## src/design/spat_pkg.sv

```systemverilog
// Shared types and constants for the station presence aging table.
// No dependencies; compiled first.
package spat_pkg;

   localparam int ADDR_W     = 48;
   localparam int LEN_W      = 12;
   localparam int TTL_W      = 16;
   localparam int OUT_CNT_W  = 7;
   localparam int CSR_DATA_W = 32;
   localparam int CSR_ADDR_W = 3;

   localparam int DEF_ENTRIES      = 64;
   localparam int DEF_HEADER_BYTES = 24;

   localparam logic [TTL_W-1:0] TTL_RESET = 16'd60;

   // func codes
   localparam logic FUNC_FRAME = 1'b0;
   localparam logic FUNC_TICK  = 1'b1;

   // register word index (paddr[CSR_ADDR_W-1:2])
   localparam logic [CSR_ADDR_W-3:0] REG_TTL_RELOAD = '0;

   typedef struct packed {
      logic              online;
      logic [TTL_W-1:0]  ttl;
      logic [ADDR_W-1:0] address;
   } entry_type;

   typedef struct packed {
      logic      we;
      logic      hit;
      logic      count_inc;
      logic      count_dec;
      entry_type data;
   } upd_type;

endpackage

```

## src/design/spat_if.sv

```systemverilog
// Handshake channels for request and response transactions.
// Depends on spat_pkg for field widths.
interface spat_req_if;
   logic                           valid;
   logic                           ready;
   logic                           func;
   logic [spat_pkg::ADDR_W-1:0]    source_address;
   logic [spat_pkg::LEN_W-1:0]     frame_length;

   modport source(output valid, func, source_address, frame_length, input ready);
   modport sink(input valid, func, source_address, frame_length, output ready);
endinterface

interface spat_rsp_if;
   logic                           valid;
   logic                           ready;
   logic [spat_pkg::OUT_CNT_W-1:0] online_count;
   logic                           frame_accepted;
   logic                           table_wrapped;

   modport source(output valid, online_count, frame_accepted, table_wrapped, input ready);
   modport sink(input valid, online_count, frame_accepted, table_wrapped, output ready);
endinterface

```

## src/design/spat_entry_update.sv

```systemverilog
// Per-entry modify step of the table walk: aging on ticks, match on frames.
// Depends on spat_pkg.
module spat_entry_update (
   input  logic                        is_tick,
   input  logic                        entry_valid,
   input  spat_pkg::entry_type         entry,
   input  logic [spat_pkg::ADDR_W-1:0] lookup_address,
   input  logic [spat_pkg::TTL_W-1:0]  ttl_reload,
   output spat_pkg::upd_type           upd
);
   import spat_pkg::*;

   always_comb begin
      upd           = '0;
      upd.data      = entry;
      if (entry_valid) begin
         if (is_tick) begin
            upd.we = 1'b1;
            if (entry.ttl <= TTL_W'(1)) begin
               upd.data.online = 1'b0;
               upd.data.ttl    = ttl_reload;
               upd.count_dec   = entry.online;
            end else begin
               upd.data.ttl = entry.ttl - TTL_W'(1);
            end
         end else if (entry.address == lookup_address) begin
            upd.we          = 1'b1;
            upd.hit         = 1'b1;
            upd.data.online = 1'b1;
            upd.data.ttl    = ttl_reload;
            upd.count_inc   = ~entry.online;
         end
      end
   end

endmodule

```

## src/design/station_presence_aging_table.sv

```systemverilog
// Station presence table with aging: tick and long-frame transactions walk all entries.
// Ticks and long frames walk the memory one entry per cycle; a frame miss then inserts,
// and a short frame skips the walk. A new transaction is taken only in idle, after the
// previous response has been registered; the finish state waits while an earlier response
// is held by back-pressure on the response channel.
// Reset (synchronous): clears fill count, pointer, online count, FSM and ttl_reload to 60.
// Table memory is not cleared; entries at or above the fill count read as invalid.
// Depends on spat_pkg, spat_if and spat_entry_update.
module station_presence_aging_table #(
   parameter int ENTRIES      = spat_pkg::DEF_ENTRIES,
   parameter int HEADER_BYTES = spat_pkg::DEF_HEADER_BYTES
) (
   input  logic                            clock,
   input  logic                            reset,
   spat_req_if.sink                        req_ch,
   spat_rsp_if.source                      rsp_ch,
   input  logic                            csr_psel,
   input  logic                            csr_penable,
   input  logic                            csr_pwrite,
   input  logic [spat_pkg::CSR_ADDR_W-1:0] csr_paddr,
   input  logic [spat_pkg::CSR_DATA_W-1:0] csr_pwdata,
   output logic [spat_pkg::CSR_DATA_W-1:0] csr_prdata,
   output logic                            csr_pready
);
   import spat_pkg::*;

   localparam int IDX_W  = (ENTRIES > 1) ? $clog2(ENTRIES) : 1;
   localparam int FILL_W = $clog2(ENTRIES + 1);
   // internal count wide enough for ENTRIES and for the 7-bit result field
   localparam int CNT_W  = (FILL_W > OUT_CNT_W) ? FILL_W : OUT_CNT_W;
   localparam int ENT_W  = $bits(entry_type);
   localparam logic [IDX_W-1:0]  LAST_IDX = IDX_W'(ENTRIES - 1);
   localparam logic [FILL_W-1:0] FULL     = FILL_W'(ENTRIES);
   localparam logic [LEN_W-1:0]  HDR_LEN  = LEN_W'(HEADER_BYTES);

   typedef enum logic [3:0] {
      ST_IDLE   = 4'b0001,
      ST_SCAN   = 4'b0010,
      ST_INSERT = 4'b0100,
      ST_FINISH = 4'b1000
   } state_type;

   // ---------------------------------------------------------------
   // Configuration: single ttl_reload register at word 0
   // ---------------------------------------------------------------
   logic [TTL_W-1:0] ttl_reload_ff, ttl_reload_in;
   logic             csr_hit;
   logic             csr_write;

   assign csr_pready = 1'b1;
   assign csr_hit    = (csr_paddr[CSR_ADDR_W-1:2] == REG_TTL_RELOAD);
   assign csr_write  = csr_psel & csr_penable & csr_pwrite & csr_pready;
   assign csr_prdata = csr_hit ? CSR_DATA_W'(ttl_reload_ff) : '0;

   always_comb begin
      ttl_reload_in = ttl_reload_ff;
      if (csr_write && csr_hit) begin
         ttl_reload_in = csr_pwdata[TTL_W-1:0];
      end
   end

   // ---------------------------------------------------------------
   // Control state
   // ---------------------------------------------------------------
   state_type         state_ff, state_in;
   logic              issue_ff, issue_in;         // read port walking
   logic [IDX_W-1:0]  issue_idx_ff, issue_idx_in;
   logic              rd_vld_ff, rd_vld_in;       // read data valid this cycle
   logic [IDX_W-1:0]  rd_idx_ff, rd_idx_in;
   logic              hit_ff, hit_in;
   logic              ptr_online_ff, ptr_online_in; // old entry at pointer online
   logic [IDX_W-1:0]  ptr_ff, ptr_in;
   logic [FILL_W-1:0] fill_ff, fill_in;           // entries below fill are valid
   logic [CNT_W-1:0]  count_ff, count_in;
   logic              rsp_valid_ff, rsp_valid_in;

   // per-transaction payload (no reset)
   logic              func_ff, func_in;
   logic [ADDR_W-1:0] addr_ff, addr_in;
   logic              accepted_ff, accepted_in;
   logic              wrapped_ff, wrapped_in;

   // response payload registers
   logic [OUT_CNT_W-1:0] rsp_count_ff, rsp_count_in;
   logic                 rsp_acc_ff, rsp_acc_in;
   logic                 rsp_wrap_ff, rsp_wrap_in;

   // ---------------------------------------------------------------
   // Table memory: {online, ttl, address}, one write and one read port
   // ---------------------------------------------------------------
   logic [ENT_W-1:0] mem [ENTRIES];
   entry_type        rd_q_ff;
   logic             mem_we;
   logic [IDX_W-1:0] mem_waddr;
   entry_type        mem_wdata;

   always_ff @(posedge clock) begin
      if (mem_we) begin
         mem[mem_waddr] <= mem_wdata;
      end
      if (issue_ff) begin
         rd_q_ff <= mem[issue_idx_ff];
      end
   end

   // ---------------------------------------------------------------
   // Entry modify step
   // ---------------------------------------------------------------
   upd_type upd;
   logic    rd_entry_valid;

   assign rd_entry_valid = (FILL_W'(rd_idx_ff) < fill_ff);

   spat_entry_update u_update (
      .is_tick       (func_ff == FUNC_TICK),
      .entry_valid   (rd_entry_valid),
      .entry         (rd_q_ff),
      .lookup_address(addr_ff),
      .ttl_reload    (ttl_reload_ff),
      .upd           (upd)
   );

   logic req_take;
   logic rsp_free;

   assign req_ch.ready = (state_ff == ST_IDLE);
   assign req_take     = req_ch.valid & req_ch.ready;
   assign rsp_free     = ~rsp_valid_ff | rsp_ch.ready;

   always_comb begin
      state_in      = state_ff;
      issue_in      = issue_ff;
      issue_idx_in  = issue_idx_ff;
      rd_vld_in     = 1'b0;
      rd_idx_in     = rd_idx_ff;
      hit_in        = hit_ff;
      ptr_online_in = ptr_online_ff;
      ptr_in        = ptr_ff;
      fill_in       = fill_ff;
      count_in      = count_ff;
      rsp_valid_in  = rsp_valid_ff & ~rsp_ch.ready;
      func_in       = func_ff;
      addr_in       = addr_ff;
      accepted_in   = accepted_ff;
      wrapped_in    = wrapped_ff;
      rsp_count_in  = rsp_count_ff;
      rsp_acc_in    = rsp_acc_ff;
      rsp_wrap_in   = rsp_wrap_ff;
      mem_we        = 1'b0;
      mem_waddr     = rd_idx_ff;
      mem_wdata     = upd.data;

      case (state_ff)
         ST_IDLE: begin
            if (req_take) begin
               func_in       = req_ch.func;
               addr_in       = req_ch.source_address;
               accepted_in   = (req_ch.func == FUNC_FRAME) && (req_ch.frame_length >= HDR_LEN);
               wrapped_in    = 1'b0;
               hit_in        = 1'b0;
               ptr_online_in = 1'b0;
               issue_idx_in  = '0;
               if ((req_ch.func == FUNC_TICK) || (req_ch.frame_length >= HDR_LEN)) begin
                  issue_in = 1'b1;
                  state_in = ST_SCAN;
               end else begin
                  // short frame: nothing changes
                  state_in = ST_FINISH;
               end
            end
         end

         ST_SCAN: begin
            // read side: one entry per cycle
            if (issue_ff) begin
               rd_vld_in = 1'b1;
               rd_idx_in = issue_idx_ff;
               if (issue_idx_ff == LAST_IDX) begin
                  issue_in = 1'b0;
               end else begin
                  issue_idx_in = issue_idx_ff + IDX_W'(1);
               end
            end
            // modify/write side, one entry behind the read
            if (rd_vld_ff) begin
               mem_we    = upd.we;
               mem_waddr = rd_idx_ff;
               mem_wdata = upd.data;
               hit_in    = hit_ff | upd.hit;
               if (upd.count_inc) begin
                  count_in = count_ff + CNT_W'(1);
               end else if (upd.count_dec) begin
                  count_in = count_ff - CNT_W'(1);
               end
               if (rd_idx_ff == ptr_ff) begin
                  ptr_online_in = rd_entry_valid & rd_q_ff.online;
               end
               if (rd_idx_ff == LAST_IDX) begin
                  if ((func_ff == FUNC_FRAME) && !(hit_ff | upd.hit)) begin
                     state_in = ST_INSERT;
                  end else begin
                     state_in = ST_FINISH;
                  end
               end
            end
         end

         ST_INSERT: begin
            // miss: overwrite the entry at the round-robin pointer
            mem_we            = 1'b1;
            mem_waddr         = ptr_ff;
            mem_wdata.online  = 1'b1;
            mem_wdata.ttl     = ttl_reload_ff;
            mem_wdata.address = addr_ff;
            // old entry online -> count unchanged
            if (!ptr_online_ff) begin
               count_in = count_ff + CNT_W'(1);
            end
            if (fill_ff != FULL) begin
               fill_in = fill_ff + FILL_W'(1);
            end
            if (ptr_ff == LAST_IDX) begin
               ptr_in     = '0;
               wrapped_in = 1'b1;
            end else begin
               ptr_in = ptr_ff + IDX_W'(1);
            end
            state_in = ST_FINISH;
         end

         ST_FINISH: begin
            if (rsp_free) begin
               rsp_valid_in = 1'b1;
               rsp_count_in = count_ff[OUT_CNT_W-1:0];
               rsp_acc_in   = accepted_ff;
               rsp_wrap_in  = wrapped_ff;
               state_in     = ST_IDLE;
            end
         end

         default: begin
            state_in = ST_IDLE;
         end
      endcase
   end

   always_ff @(posedge clock) begin
      if (reset) begin
         state_ff      <= ST_IDLE;
         issue_ff      <= 1'b0;
         issue_idx_ff  <= '0;
         rd_vld_ff     <= 1'b0;
         rd_idx_ff     <= '0;
         hit_ff        <= 1'b0;
         ptr_online_ff <= 1'b0;
         ptr_ff        <= '0;
         fill_ff       <= '0;
         count_ff      <= '0;
         rsp_valid_ff  <= 1'b0;
         ttl_reload_ff <= TTL_RESET;
      end else begin
         state_ff      <= state_in;
         issue_ff      <= issue_in;
         issue_idx_ff  <= issue_idx_in;
         rd_vld_ff     <= rd_vld_in;
         rd_idx_ff     <= rd_idx_in;
         hit_ff        <= hit_in;
         ptr_online_ff <= ptr_online_in;
         ptr_ff        <= ptr_in;
         fill_ff       <= fill_in;
         count_ff      <= count_in;
         rsp_valid_ff  <= rsp_valid_in;
         ttl_reload_ff <= ttl_reload_in;
      end
   end

   always_ff @(posedge clock) begin
      func_ff      <= func_in;
      addr_ff      <= addr_in;
      accepted_ff  <= accepted_in;
      wrapped_ff   <= wrapped_in;
      rsp_count_ff <= rsp_count_in;
      rsp_acc_ff   <= rsp_acc_in;
      rsp_wrap_ff  <= rsp_wrap_in;
   end

   assign rsp_ch.valid          = rsp_valid_ff;
   assign rsp_ch.online_count   = rsp_count_ff;
   assign rsp_ch.frame_accepted = rsp_acc_ff;
   assign rsp_ch.table_wrapped  = rsp_wrap_ff;

   // ---------------------------------------------------------------
   // Assertions
   // ---------------------------------------------------------------
   a_count_le_fill: assert property (@(posedge clock) disable iff (reset)
      count_ff <= CNT_W'(fill_ff))
      else $error("online count exceeds number of valid entries");

   a_insert_on_miss: assert property (@(posedge clock) disable iff (reset)
      (state_ff == ST_INSERT) |-> !hit_ff)
      else $error("insert after a hit");

   a_read_in_scan: assert property (@(posedge clock) disable iff (reset)
      rd_vld_ff |-> (state_ff == ST_SCAN))
      else $error("read data outside table walk");

   a_wrap_full: assert property (@(posedge clock) disable iff (reset)
      ((state_ff == ST_INSERT) && (ptr_ff == LAST_IDX)) |=> (fill_ff == FULL))
      else $error("pointer wrapped before table filled");

endmodule

```

## src/flat_wrapper.sv

```systemverilog
// flat-port wrapper written by rule: the top's interface ports become plain ports
module station_presence_aging_table_flat import spat_pkg::*;
#(
   parameter int ENTRIES      = spat_pkg::DEF_ENTRIES,
   parameter int HEADER_BYTES = spat_pkg::DEF_HEADER_BYTES
)
  (clock, reset, csr_psel, csr_penable, csr_pwrite, csr_paddr, csr_pwdata, csr_prdata, csr_pready, req_ch_valid, req_ch_func, req_ch_source_address, req_ch_frame_length, req_ch_ready, rsp_ch_valid, rsp_ch_online_count, rsp_ch_frame_accepted, rsp_ch_table_wrapped, rsp_ch_ready);
  spat_req_if req_ch_i ();
  spat_rsp_if rsp_ch_i ();
  input  logic clock;
  input  logic reset;
  input  logic csr_psel;
  input  logic csr_penable;
  input  logic csr_pwrite;
  input  logic [spat_pkg::CSR_ADDR_W-1:0] csr_paddr;
  input  logic [spat_pkg::CSR_DATA_W-1:0] csr_pwdata;
  output logic [spat_pkg::CSR_DATA_W-1:0] csr_prdata;
  output logic csr_pready;
  input wire logic [$bits(req_ch_i.valid)-1:0] req_ch_valid;
  input wire logic [$bits(req_ch_i.func)-1:0] req_ch_func;
  input wire logic [$bits(req_ch_i.source_address)-1:0] req_ch_source_address;
  input wire logic [$bits(req_ch_i.frame_length)-1:0] req_ch_frame_length;
  output wire logic [$bits(req_ch_i.ready)-1:0] req_ch_ready;
  output wire logic [$bits(rsp_ch_i.valid)-1:0] rsp_ch_valid;
  output wire logic [$bits(rsp_ch_i.online_count)-1:0] rsp_ch_online_count;
  output wire logic [$bits(rsp_ch_i.frame_accepted)-1:0] rsp_ch_frame_accepted;
  output wire logic [$bits(rsp_ch_i.table_wrapped)-1:0] rsp_ch_table_wrapped;
  input wire logic [$bits(rsp_ch_i.ready)-1:0] rsp_ch_ready;
  assign req_ch_i.valid = req_ch_valid;
  assign req_ch_i.func = req_ch_func;
  assign req_ch_i.source_address = req_ch_source_address;
  assign req_ch_i.frame_length = req_ch_frame_length;
  assign req_ch_ready = req_ch_i.ready;
  assign rsp_ch_valid = rsp_ch_i.valid;
  assign rsp_ch_online_count = rsp_ch_i.online_count;
  assign rsp_ch_frame_accepted = rsp_ch_i.frame_accepted;
  assign rsp_ch_table_wrapped = rsp_ch_i.table_wrapped;
  assign rsp_ch_i.ready = rsp_ch_ready;
  station_presence_aging_table #(.ENTRIES(ENTRIES), .HEADER_BYTES(HEADER_BYTES)) u_core (.clock(clock), .reset(reset), .req_ch(req_ch_i), .rsp_ch(rsp_ch_i), .csr_psel(csr_psel), .csr_penable(csr_penable), .csr_pwrite(csr_pwrite), .csr_paddr(csr_paddr), .csr_pwdata(csr_pwdata), .csr_prdata(csr_prdata), .csr_pready(csr_pready));
endmodule
```

## config.mk

```make
export PLATFORM = sky130hd
export DESIGN_NAME = station_presence_aging_table_flat
export DESIGN_NICKNAME = d
export VERILOG_FILES = /design/src/design/spat_pkg.sv /design/src/design/spat_if.sv /design/src/design/spat_entry_update.sv /design/src/design/station_presence_aging_table.sv /design/src/flat_wrapper.sv
export SDC_FILE = /design/constraint.sdc
export NUM_CORES = 2
export LEC_CHECK = 0
export BUFFER_PORTS_ARGS = -buffer_cell sky130_fd_sc_hd__buf_2
export CAP_MARGIN = 20
export CORE_MARGIN = 1.5
export CORE_UTILIZATION = 40
export DETAILED_ROUTE_END_ITERATION = 8
export PLACE_DENSITY_LB_ADDON = 0.15
export SYNTH_ARGS = -nofsm -noshare
export SYNTH_HDL_FRONTEND = slang
export SYNTH_MEMORY_MAX_BITS = 65536
export SYNTH_SLANG_ARGS = --single-unit
```

## constraint.sdc

```tcl
create_clock -name clock -period 10.41 [get_ports clock]
set_input_delay 0.5205 -clock clock [delete_from_list [all_inputs] [get_ports clock]]
set_output_delay 0.5205 -clock clock [all_outputs]
set_load 0.01 [all_outputs]
```

==> flow_summary.json <==
{
  "netlist_instances": 6815,
  "crit_arrival_ps": 6940,
  "nets": 7460,
  "clk_pin_slew_worst_paths_ps": 60,
  "p_int_mw": 29.7,
  "finalCritPeriodShare_pct": 61.1,
  "status": "complete, no violations",
  "syn_area_sq_mm": 0.166,
  "yosysSeqAreaShare_pct": 78.1,
  "critPathKind": "flip-flop to flip-flop",
  "vias": 77100,
  "dpl-instance-area_sq_mm": 0.175,
  "ant_nets": 0,
  "dieWidth_um": 648,
  "ys.flop_type": "edfxtp_1",
  "finalPower_mw": 38.3,
  "core_area_sq_mm": 0.413,
  "max_cap_viol_count": 0,
  "p_sw_mw": 8.63,
  "p_per_area_mw_per_mm2": 202,
  "reg2reg_to": "u_core.mem[42][26]",
  "gr-usage-all-layers_pct": 21.7,
  "stdcell_count": 13200,
  "final-seq-area_sq_mm": 0.130,
  "syn_to_final_growth_pct": 14.3,
  "rsz0062_at_grt": "false",
  "fmax_mhz": 157,
  "crit_cells": 8,
  "antenna_found_initial": 22,
  "grt_pass1_wl_um": 634000,
  "drive_gt1_share_pct": 31.1,
  "grt_pass1_vias": 78500,
  "path_buf_inv": 1,
  "finalWirelength_um": 457000,
  "crit_path_end": "u_core.mem[42][26]",
  "p_leak_nw": 56.5,
  "initialDrtViolationCount": 9341,
  "combPwrFrac_pct": 6.1,
  "max_slew_margin_pct": 25.4,
  "holdCritPathClass": "primary input to flip-flop",
  "clkLatencyLatePin_ps": 1000,
  "cp-start-kind": "flip-flop",
  "wl_per_cell_um": 34.6,
  "final.min_clock_period_ps": 6360,
  "finalInstanceArea_sq_mm": 0.190,
  "tightest_slew_ps": 1120,
  "setup.worst_path.end_class": "flip-flop",
  "fin_setup_tns_ps": 0,
  "r2r_cells": 8,
  "numCtsBuffers": 452,
  "path_max_fanout": 24,
  "multiInputGateArea_sq_mm": 0.0354,
  "dpl.hpwl_um": 242000,
  "portBuffers": 108,
  "hold_violations": 0,
  "cts_tree": "yes",
  "cts_root_buf": "clkbuf_16",
  "worstPathCellList": "xor2_1, nor4_1, and4_1, a31oi_1, o41ai_1, nand2_1, nor2_4, buf_4",
  "synth_edf_count": 4285,
  "ir_drop_mv": 0.151,
  "async_flop_share_pct": 0,
  "fill_cells": 33900,
  "start_util_pct": 40.2,
  "dr.pass1.iters": 9,
  "cts_max_level": 5,
  "gp_congestion": 0.773,
  "grt_start_max_net_pins": 121,
  "drc_errors": 0,
  "io_pins": 147,
  "pwr-share-clk_pct": 40.4,
  "required_ps": 10990,
  "place_inst": 12300,
  "grt-ovfl-total": 0,
  "r2r_start": "u_core.rd_q_ff[9]",
  "dieArea_sq_mm": 0.419,
  "timing.final.ws_setup_ps": 4050,
  "skew_ps": 79.2,
  "pre_cts_ws_ps": 4100,
  "crit_start": "u_core.rd_q_ff[9]",
  "crit_slowest_cell": "nor2_4",
  "clock_path_buffers": 4,
  "cp_top_family": "simple AND/OR/NAND/NOR gates",
  "ys_types": 65,
  "cts.sinks": 4342,
  "viasPerCell": 5.85,
  "holdWs_ps": 142,
  "yosys_warnings": 0,
  "cts_resized": 0,
  "cpPeakStageDelay_ps": 1020,
  "utilization_pct": 45.9,
  "reg2reg_slack_ps": 4050,
  "core.rowCount": 236,
  "die_h_um": 648,
  "drv_slew": 0,
  "setup-violations-final": 0,
  "p_sw_share_pct": 22.5,
  "p_seq_share_pct": 53.4,
  "ys_ff_latch": 4342,
  "synth.avg_cell_area_sq_um": 24.4
}
[cells in the final DEF (no fill, tap or decap), types with 12 or more instances in the layout]
master	instances
edfxtp_1	4285
mux4_2	1365
clkbuf_16	458
nand2_1	242
buf_4	198
clkinv_1	127
clkbuf_1	111
buf_2	109
clkinv_2	71
dlygate4sd3_1	70
nor2_4	64
xor2_1	57
dfxtp_1	50
a21oi_1	45
nor2_1	45
buf_12	40
bufinv_16	28
nor2b_1	27
nand3_1	27
o21ai_0	20
nor4_1	19
conb_1	17
nor3_1	16
inv_1	13
nand3b_1	13
ha_1	13
a21o_1	12
nand4_1	12
[how the worst min path moves through the flow]
stage | from | cells after the start | slack [ps] | endpoint
floorplan | u_core.accepted_ff | 0 | 400 | u_core.rsp_ch.frame_accepted
CTS | req_ch_frame_length[7] | 5 | 40 | u_core.issue_ff
detailed placement | u_core.wrapped_ff | 0 | 410 | u_core.rsp_ch.table_wrapped
global route | req_ch_frame_length[9] | 5 | 180 | u_core.state_ff[1]
finish | req_ch_frame_length[11] | 5 | 140 | u_core.issue_ff
global placement | u_core.accepted_ff | 0 | 400 | u_core.rsp_ch.frame_accepted
[area by class of cell]
class	instances	area share, %
tap	5474	3.61
clock buffer	572	6.28
timing repair buffer	422	1.90
sequential	4342	68.4
multi-input combinational	2110	18.6
inverter	16	0.0356
antenna	5	0.00659
clock inverter	254	1.15
[sequential cells by signal, indices dropped and copies added, names as in the netlist, 7 cells and up]
name / count
u_core.mem: 4160
u_core.ttl_reload_ff: 16
u_core.addr_ff: 48
u_core.count_ff: 7
u_core.rsp_ch.online_count: 7
u_core.rd_q_ff: 65
u_core.fill_ff: 7
[cell usage after synthesis, types with 3 or more instances]
cell type,instances,area share [%]
ha_1,13,0.098
a21oi_1,45,0.14
xor2_1,57,0.30
buf_2,70,0.21
clkbuf_1,204,0.46
o2bb2ai_1,3,0.016
nor2b_1,27,0.10
and4_1,4,0.021
mux2i_1,3,0.018
nand4b_1,5,0.026
or2_2,3,0.011
o21ai_0,21,0.063
nand2_1,242,0.55
a22o_1,5,0.026
or3_1,6,0.023
mux4_2,1365,19
nand4_1,12,0.045
or4b_2,3,0.018
o211ai_1,8,0.036
nor3_1,16,0.048
nand2b_1,4,0.015
nand3b_1,13,0.059
buf_4,24,0.11
buf_1,63,0.14
xnor2_1,10,0.053
a21o_1,12,0.054
a211oi_1,5,0.023
a21boi_0,3,0.014
o2111ai_1,4,0.021
dfxtp_1,57,0.69
a31oi_1,9,0.034
nor4_1,19,0.072
edfxtp_1,4285,77
nor4b_1,5,0.026
nand3_1,27,0.081
o31ai_1,5,0.023
inv_1,14,0.032
nor2_1,109,0.25
[tightest hold or removal path, stage by stage]
cell and delay (ps):
buf_2 80, nor4_1 50, nand4b_1 140, nand3_1 150, a21oi_1 140
[cell families (layout without fill, tap and decap cells)]
| logic type | after synthesis | count (layout) | synth area share, % |
|---|---|---|---|
| buffers and inverters | 378 | 1264 | 0.965 |
| muxes | 1369 | 1369 | 18.5 |
| adders and majority gates | 13 | 13 | 0.0979 |
| xor gates and xnor gates | 67 | 67 | 0.353 |
| DFF | 4342 | 4342 | 78.1 |
| AOI/OAI and AO/OA | 137 | 137 | 0.531 |
| other | 2 | 22 | 0.00452 |
| and+or+nand+nor | 507 | 507 | 1.40 |
[power by group through the flow]
stage | sequential, mW | combinational (mW) | clock (mW)
6_report | 20.5 | 2.35 | 15.5
4_1_cts | 20.5 | 2.37 | 15.8
3_3_place_gp | 20.8 | 2.24 | 0
5_1_grt | 20.5 | 2.54 | 16.4
2_1_floorplan | 20.9 | 1.25 | 0
3_5_place_dp | 20.8 | 2.35 | 0
[per-layer routing]
metal / GRT usage [%] / share of wire [%] / routed length, um / vias up
li1: - / - / - / 30500
met3: 2.79 / 6.1 / 28000 / 602
met4: 5.71 / 2.7 / 12100 / 10
met1: 31.3 / 43 / 196000 / 43200
met5: 0 / 0.013 / 58 / -
met2: 35.0 / 48 / 221000 / 2800
[repair_timing]
action	4_1_cts	5_1_grt
buffers inserted	0	0
endpoints found under the hold margin	69	0
hold buffers	70	0
setup endpoints to repair	0	0
Power figures use the tool's default switching activity.
